[src/hw/rtl/pcmup_pkg.sv]
// Shared constants, configuration and control types of the PCM upsampler.
package pcmup_pkg;

	localparam int IDX_W   = 24;
	localparam int STEP_W  = 16;
	localparam int PROD_W  = IDX_W + STEP_W;
	localparam int SMP_W   = 16;
	localparam int RUN_MAX = 8;
	localparam int CNT_W   = $clog2(RUN_MAX + 1);
	localparam int ADDR_W  = 4;

	localparam logic [15:0] Q15_ONE = 16'h8000;

	localparam logic [1:0] REG_STEP_RATIO   = 2'd0;
	localparam logic [1:0] REG_ALPHA_COEFF  = 2'd1;
	localparam logic [1:0] REG_OUTPUT_TOTAL = 2'd2;

	typedef struct packed {
		logic [STEP_W-1:0] step_ratio;
		logic [15:0]       alpha_coeff;
		logic [IDX_W-1:0]  output_total;
	} cfg_t;

	typedef struct packed {
		logic load;     // take the accepted byte and apply restart
		logic mul;      // form output_index * step_ratio
		logic launch;   // start the filter multiplications
		logic finish;   // store the filtered sample as pending
		logic push;     // move the pending sample into the output register
		logic last;     // the pushed sample closes the run of this byte
		logic advance;  // step the source index
	} cmd_t;

	typedef struct packed {
		logic go;       // another output belongs to the current byte
		logic pend_v;   // a filtered sample waits to be pushed
		logic out_free; // the output register can take a beat this cycle
	} sts_t;

endpackage

[src/hw/rtl/pcmup_ctrl.sv]
// Sequencer that walks each source byte through its output samples.
module pcmup_ctrl import pcmup_pkg::*; (
	input  logic clk,
	input  logic arst_n,
	input  logic in_valid,
	output logic in_stall,
	input  sts_t sts,
	output cmd_t cmd
);

	typedef enum logic [1:0] {
		ST_IDLE,
		ST_MUL,
		ST_TEST,
		ST_FILT
	} state_t;

	state_t state_q;
	logic   can_push;

	assign can_push = !sts.pend_v || sts.out_free;
	assign in_stall = (state_q != ST_IDLE);

	always_comb begin
		cmd = '0;
		case (state_q)
			ST_IDLE: begin
				cmd.load = in_valid;
			end
			ST_MUL: begin
				cmd.mul = 1'b1;
			end
			ST_TEST: begin
				if (can_push) begin
					cmd.push    = sts.pend_v;
					cmd.last    = !sts.go;
					cmd.launch  = sts.go;
					cmd.advance = !sts.go;
				end
			end
			ST_FILT: begin
				cmd.finish = 1'b1;
			end
			default: begin
				cmd = '0;
			end
		endcase
	end

	always_ff @(posedge clk or negedge arst_n) begin
		if (!arst_n) begin
			state_q <= ST_IDLE;
		end else begin
			case (state_q)
				ST_IDLE: begin
					if (in_valid) state_q <= ST_MUL;
				end
				ST_MUL: begin
					state_q <= ST_TEST;
				end
				ST_TEST: begin
					if (can_push) state_q <= sts.go ? ST_FILT : ST_IDLE;
				end
				ST_FILT: begin
					state_q <= ST_MUL;
				end
				default: begin
					state_q <= ST_IDLE;
				end
			endcase
		end
	end

endmodule

[src/hw/rtl/pcmup_dp.sv]
// Datapath: indices, phase multiplier, one-pole filter and output register.
module pcmup_dp import pcmup_pkg::*; (
	input  logic                    clk,
	input  logic                    arst_n,
	input  cfg_t                    cfg,
	input  cmd_t                    cmd,
	output sts_t                    sts,
	input  logic [7:0]              sample_byte,
	input  logic                    restart,
	output logic                    out_valid,
	input  logic                    out_stall,
	output logic signed [SMP_W-1:0] out_sample,
	output logic                    last_of_run
);

	logic signed [SMP_W-1:0] x_q;
	logic signed [SMP_W-1:0] prev_q;
	logic signed [SMP_W-1:0] pend_y_q;
	logic                    pend_v_q;
	logic [IDX_W-1:0]        oi_q;
	logic [IDX_W-1:0]        si_q;
	logic [CNT_W-1:0]        cnt_q;
	logic [PROD_W-1:0]       prod_s1;
	logic signed [32:0]      fa_s1;
	logic signed [32:0]      fb_s1;
	logic                    bypass_s1;
	logic                    out_valid_q;
	logic signed [SMP_W-1:0] out_sample_q;
	logic                    last_q;

	logic [15:0]             alpha_sat;
	logic [15:0]             alpha_inv;
	logic signed [33:0]      acc;
	logic signed [33:0]      acc_adj;
	logic signed [33:0]      acc_sh;
	logic signed [SMP_W-1:0] y;

	// Saturate the weight to one; its complement then also fits 16 bits.
	assign alpha_sat = (cfg.alpha_coeff > Q15_ONE) ? Q15_ONE : cfg.alpha_coeff;
	assign alpha_inv = Q15_ONE - alpha_sat;

	// Division by 32768 truncates toward zero, so negative sums are biased first.
	assign acc     = 34'(fa_s1) + 34'(fb_s1);
	assign acc_adj = acc[33] ? (acc + 34'sd32767) : acc;
	assign acc_sh  = acc_adj >>> 15;
	assign y       = bypass_s1 ? x_q : acc_sh[SMP_W-1:0];

	assign sts.go = (cnt_q < CNT_W'(RUN_MAX)) && (oi_q < cfg.output_total)
		&& (prod_s1[PROD_W-1:STEP_W] <= si_q);
	assign sts.pend_v   = pend_v_q;
	assign sts.out_free = !out_valid_q || !out_stall;

	assign out_valid   = out_valid_q;
	assign out_sample  = out_sample_q;
	assign last_of_run = last_q;

	always_ff @(posedge clk or negedge arst_n) begin
		if (!arst_n) begin
			oi_q        <= '0;
			si_q        <= '0;
			cnt_q       <= '0;
			prev_q      <= '0;
			pend_v_q    <= 1'b0;
			out_valid_q <= 1'b0;
		end else begin
			if (cmd.load) begin
				cnt_q <= '0;
				if (restart) begin
					oi_q <= '0;
					si_q <= '0;
				end
			end
			if (cmd.finish) begin
				prev_q   <= y;
				pend_v_q <= 1'b1;
				oi_q     <= oi_q + 1'b1;
				cnt_q    <= cnt_q + 1'b1;
			end
			if (cmd.advance) begin
				si_q <= si_q + 1'b1;
			end
			if (cmd.push) begin
				pend_v_q    <= 1'b0;
				out_valid_q <= 1'b1;
			end else if (!out_stall) begin
				out_valid_q <= 1'b0;
			end
		end
	end

	always_ff @(posedge clk) begin
		if (cmd.load) begin
			x_q <= {~sample_byte[7], sample_byte[6:0], sample_byte};
		end
		if (cmd.mul) begin
			prod_s1 <= PROD_W'(oi_q) * PROD_W'(cfg.step_ratio);
		end
		if (cmd.launch) begin
			fa_s1     <= 33'($signed({1'b0, alpha_sat})) * 33'(x_q);
			fb_s1     <= 33'($signed({1'b0, alpha_inv})) * 33'(prev_q);
			bypass_s1 <= (oi_q == '0);
		end
		if (cmd.finish) begin
			pend_y_q <= y;
		end
		if (cmd.push) begin
			out_sample_q <= pend_y_q;
			last_q       <= cmd.last;
		end
	end

	a_push_free: assert property (@(posedge clk) disable iff (!arst_n)
		cmd.push |-> (!out_valid_q || !out_stall))
		else $error("sample pushed into an occupied output register");

	a_cnt_bound: assert property (@(posedge clk) disable iff (!arst_n)
		cnt_q <= CNT_W'(RUN_MAX))
		else $error("run count exceeds its limit");

	a_finish_pend: assert property (@(posedge clk) disable iff (!arst_n)
		cmd.finish |=> pend_v_q)
		else $error("filtered sample not held as pending");

	a_load_clean: assert property (@(posedge clk) disable iff (!arst_n)
		cmd.load |-> !pend_v_q)
		else $error("pending sample left over from the previous byte");

endmodule

[src/hw/rtl/pcm8_upsampler_lowpass_unit.sv]
// Top level of the 8-bit PCM upsampler with one-pole low-pass filter.
//
//  channel  direction  handshake            payload
//  input    in         in_valid/in_stall    sample_byte, restart
//  output   out        out_valid/out_stall  out_sample, last_of_run
//  config   in         APB write/read       step_ratio, alpha_coeff, output_total
//
// A byte yields 0 to 8 output samples; the shared sequencer takes each through its phase
// multiply, run test and filter stage, and takes a new byte only when back in idle.
// Reset clears indices, the previous output and the handshake state; registers
// return to step_ratio 65535, alpha_coeff 32768, output_total 0.
// Output stalls hold the sequencer in its run test until the output register frees.
module pcm8_upsampler_lowpass_unit import pcmup_pkg::*; (
	input  logic                    clk,
	input  logic                    arst_n,
	input  logic                    psel,
	input  logic                    penable,
	input  logic                    pwrite,
	input  logic [ADDR_W-1:0]       paddr,
	input  logic [31:0]             pwdata,
	output logic [31:0]             prdata,
	output logic                    pready,
	input  logic                    in_valid,
	output logic                    in_stall,
	input  logic [7:0]              sample_byte,
	input  logic                    restart,
	output logic                    out_valid,
	input  logic                    out_stall,
	output logic signed [SMP_W-1:0] out_sample,
	output logic                    last_of_run
);

	cfg_t       cfg_q;
	cmd_t       cmd;
	sts_t       sts;
	logic       wr_en;
	logic [1:0] reg_idx;

	assign pready  = 1'b1;
	assign wr_en   = psel && penable && pwrite && pready;
	assign reg_idx = paddr[ADDR_W-1:2];

	always_ff @(posedge clk or negedge arst_n) begin
		if (!arst_n) begin
			cfg_q.step_ratio   <= 16'hFFFF;
			cfg_q.alpha_coeff  <= Q15_ONE;
			cfg_q.output_total <= '0;
		end else if (wr_en) begin
			case (reg_idx)
				REG_STEP_RATIO:   cfg_q.step_ratio   <= pwdata[STEP_W-1:0];
				REG_ALPHA_COEFF:  cfg_q.alpha_coeff  <= pwdata[15:0];
				REG_OUTPUT_TOTAL: cfg_q.output_total <= pwdata[IDX_W-1:0];
				default: begin
				end
			endcase
		end
	end

	always_comb begin
		case (reg_idx)
			REG_STEP_RATIO:   prdata = 32'(cfg_q.step_ratio);
			REG_ALPHA_COEFF:  prdata = 32'(cfg_q.alpha_coeff);
			REG_OUTPUT_TOTAL: prdata = 32'(cfg_q.output_total);
			default:          prdata = '0;
		endcase
	end

	pcmup_ctrl u_ctrl (
		.clk      (clk),
		.arst_n   (arst_n),
		.in_valid (in_valid),
		.in_stall (in_stall),
		.sts      (sts),
		.cmd      (cmd)
	);

	pcmup_dp u_dp (
		.clk         (clk),
		.arst_n      (arst_n),
		.cfg         (cfg_q),
		.cmd         (cmd),
		.sts         (sts),
		.sample_byte (sample_byte),
		.restart     (restart),
		.out_valid   (out_valid),
		.out_stall   (out_stall),
		.out_sample  (out_sample),
		.last_of_run (last_of_run)
	);

endmodule

[config.mk]
export PLATFORM = sky130hd
export DESIGN_NAME = pcm8_upsampler_lowpass_unit
export DESIGN_NICKNAME = d
export VERILOG_FILES = /design/src/hw/rtl/pcmup_pkg.sv /design/src/hw/rtl/pcmup_ctrl.sv /design/src/hw/rtl/pcmup_dp.sv /design/src/hw/rtl/pcm8_upsampler_lowpass_unit.sv
export SDC_FILE = /design/constraint.sdc
export NUM_CORES = 2
export LEC_CHECK = 0
export BUFFER_PORTS_ARGS = -buffer_cell sky130_fd_sc_hd__buf_2
export CORE_ASPECT_RATIO = 1.75
export CORE_MARGIN = 4
export CORE_UTILIZATION = 55
export DETAILED_ROUTE_END_ITERATION = 7
export PLACE_DENSITY = 0.75
export SYNTH_ARGS = -nofsm -noshare
export SYNTH_HDL_FRONTEND = slang
export SYNTH_SLANG_ARGS = --single-unit
[constraint.sdc]
create_clock -name clk -period 23.4 [get_ports clk]
set_clock_uncertainty 0.1 [all_clocks]
set_input_delay 2.34 -clock clk [delete_from_list [all_inputs] [get_ports clk]]
set_output_delay 2.34 -clock clk [all_outputs]
set_load 0.02 [all_outputs]
==> summary.txt <==
Reg-to-Reg End - u_dp.fb_s1[31]
main area contributors after synthesis - fa_1 33%, ha_1 13%, edfxtp_1 9.4%
Post-CTS Resized - 0
fin cells - 5590
DP HPWL - 88.8 mm
DP Area - 0.0440 mm^2
CP max stage delay - 0.98 ns
layout cells sized above 1 - 0.0640
outcome - complete, no violations
worst reg2reg path depth - 30
core area - 0.0765 mm^2
post-CTS setup buffers - 0
Hold Fails Final Rpt - 0
Top delay family on crit path - adder cells
vias after detailed routing - 31900
largest net degree at the start of global routing - 80
Design Area, Final - 0.0451 mm^2
Yosys top cell area share - 0.326
Multi-input gate area - 0.0311 mm^2
Worst Hold Class - flip-flop to flip-flop
synthesized instance count - 4561
CTS Sinks - 261
Seq/Total Area, Yosys - 0.170
global route overflow - 0
area grow syn2layout - 5.82%
CTS Root Cell - clkbuf_16
Syn Area/Cell - 9.33 um^2
Synth Warn # - 0
Max-cap violations - 0
Slew Limit Fails - 0
most frequent cells in the layout - 950 x inv_1, 694 x fa_1, 577 x nand2_1
worst relative slew slack - 0.205
CTS tree - built
Hold Path Depth - 0
Inserted Clock Buffers - 30
Post-Syn Area - 0.0426 mm^2
Worst Path Max Fanout - 31
global-route wire length before repair - 181 mm
Starting Density - 0.557
IO Port Bufs - 84
Die W - 218 um
initial antenna violation count - 18
die height - 376 um
Reg area - 0.00722 mm^2
Routed Antenna Nets - 0
Initial DRC Count - 2015
commonest non-fill, non-tap cell in the layout - inv_1
Hold Startpoint - u_dp.pend_y_q[0]
synthesized flop and latch total - 261
Distinct cells, synth - 77
number of flops mapped to enable cells by yosys - 133
Async SR Flop Fraction - 0.490
DIE AREA - 0.0821 mm^2
Startpoint Class - flip-flop
total wire length - 113 mm
R2R Path Start - cfg_q[39]
Final Wtd Congestion - 0.919
worst reg2reg setup slack - 13.63 ns
DRC - 0
Inst Count DP - 5523
Fin Setup TNS - 0 ns
vias in the first global route - 35000
Slew @ Worst Pin - 1.19 ns
WP data required - 23.62 ns
Worst Hold End - u_dp.out_sample[0]
Setup violations, final - 0
Setup Crit Path Kind - flip-flop to flip-flop
Final Cycle Share - 0.418
Critical Path AT - 10.00 ns
# fillers - 6625
CP Capture Type - flip-flop
number of detailed-route iterations in the first pass - 8
RSZ-0062 raised after global routing - false
slowest CP cell - dfstp_2
Core Rows - 134
Ports - 104
Final min period - 9.77 ns
WP buf/inv - 8
Layout Nets - 5723
Reg clk slew, reported paths - 0.06 ns
Avg Vias per Cell - 5.71
area leader, netlist - fa_1
fmax - 0.102 GHz
cts hold-fix bufs - 0
top_reg_cell synth - edfxtp_1
worst skew pair latency - 0.59 ns
CTS HTree Levels - 1
CTS Buffer Depth - 3
WL/cell - 20.2 um
Total GRT Usage - 0.282
[worst register-to-register path: cells and delay by family, from the launching register on]
kind,cells,cell delay (ns)
AOI/OAI and AO/OA,5,1.47
adders and majority gates,7,3.35
buffers and inverters,8,0.78
xor gates and xnor gates,2,0.22
and+or+nand+nor,8,2.60
DFF,1,0.98
[synthesized netlist by cell type, drive strengths merged, types with 6 or more instances]
| master | count |
|---|---|
| nand3b | 6 |
| o21bai | 15 |
| mux2i | 30 |
| clkbuf | 187 |
| and2 | 321 |
| dfrtp | 111 |
| nor4 | 17 |
| or3 | 22 |
| nand2 | 577 |
| and3 | 32 |
| nor3b | 6 |
| a211o | 10 |
| nor2b | 52 |
| nand4 | 34 |
| dfstp | 17 |
| nor4b | 8 |
| a21o | 71 |
| nor3 | 39 |
| nand3 | 70 |
| nor2 | 108 |
| o31ai | 10 |
| mux2 | 43 |
| nand2b | 26 |
| a211oi | 14 |
| o21ai | 119 |
| xor2 | 32 |
| o211ai | 16 |
| fa | 694 |
| edfxtp | 133 |
| xnor2 | 88 |
| a31oi | 19 |
| inv | 950 |
| buf | 22 |
| a31o | 6 |
| o21a | 21 |
| ha | 442 |
| a21oi | 117 |
[registers in the layout (all words and copies together), names as in the netlist]
name,count
cfg_q,56
u_ctrl.state_q,2
u_dp.bypass_s1,1
u_dp.cnt_q,4
u_dp.fa_s1,33
u_dp.fb_s1,33
u_dp.last_of_run,1
u_dp.oi_q,24
u_dp.out_sample,16
u_dp.out_valid,1
u_dp.pend_v_q,1
u_dp.pend_y_q,16
u_dp.prev_q,16
u_dp.prod_s1,24
u_dp.si_q,24
u_dp.x_q,9
[stage by stage]
step           hold WS (ns)  setup WS [ns]  utilization
2_1_floorplan         0.300          15.20            -
3_3_place_gp          0.300          13.94        0.576
5_1_grt               0.328          13.13        0.589
6_report              0.322          13.63        0.589
3_5_place_dp          0.305          13.79        0.576
4_1_cts               0.320          13.76        0.589
[worst max-delay path by stage]
| stage | from | endpoint | slack, ns | cells past startpoint |
|---|---|---|---|---|
| after floorplan | cfg_q[39] | u_dp.fb_s1[32] | 15.20 | 32 |
| after global placement | cfg_q[39] | u_dp.fb_s1[31] | 13.94 | 30 |
| after detailed placement | cfg_q[39] | u_dp.fb_s1[31] | 13.79 | 30 |
| after CTS | cfg_q[39] | u_dp.fb_s1[31] | 13.76 | 30 |
| after global routing | cfg_q[39] | u_dp.fb_s1[31] | 13.13 | 30 |
| final | cfg_q[39] | u_dp.fb_s1[31] | 13.63 | 30 |
[routing by layer]
| layer | up-vias | global-route usage | wire length [um] | part of all wire |
|---|---|---|---|---|
| li1 | 14200 | - | - | - |
| met1 | 16000 | 0.291 | 36700 | 0.32 |
| met2 | 1221 | 0.519 | 59400 | 0.53 |
| met3 | 511 | 0.0310 | 6120 | 0.054 |
| met4 | 8 | 0.209 | 10800 | 0.095 |
| met5 | - | 0 | 52 | 0.00046 |
[logic make-up after synthesis]
family / synth area share
flip-flops: 0.170
AO/OA/AOI/OAI: 0.0727
buffers and inverters: 0.103
adder cells (fa/ha/maj): 0.456
AND/OR/NAND/NOR: 0.155
other: 0.000176
XOR/XNOR: 0.0247
multiplexers: 0.0184
[final cells by class]
class | count | share of cell area
multi-input cells | 3148 | 0.690
repair buffers | 144 | 0.0195
clock buffers | 40 | 0.0184
inverters | 950 | 0.0792
flip-flops and latches | 261 | 0.160
clock inverters | 16 | 0.00425
well taps | 1020 | 0.0283
diodes | 11 | 0.000611
Power is left out: the tool's default activity adds up to more than one toggle a clock period on the data nets, which glitch-free logic cannot reach.
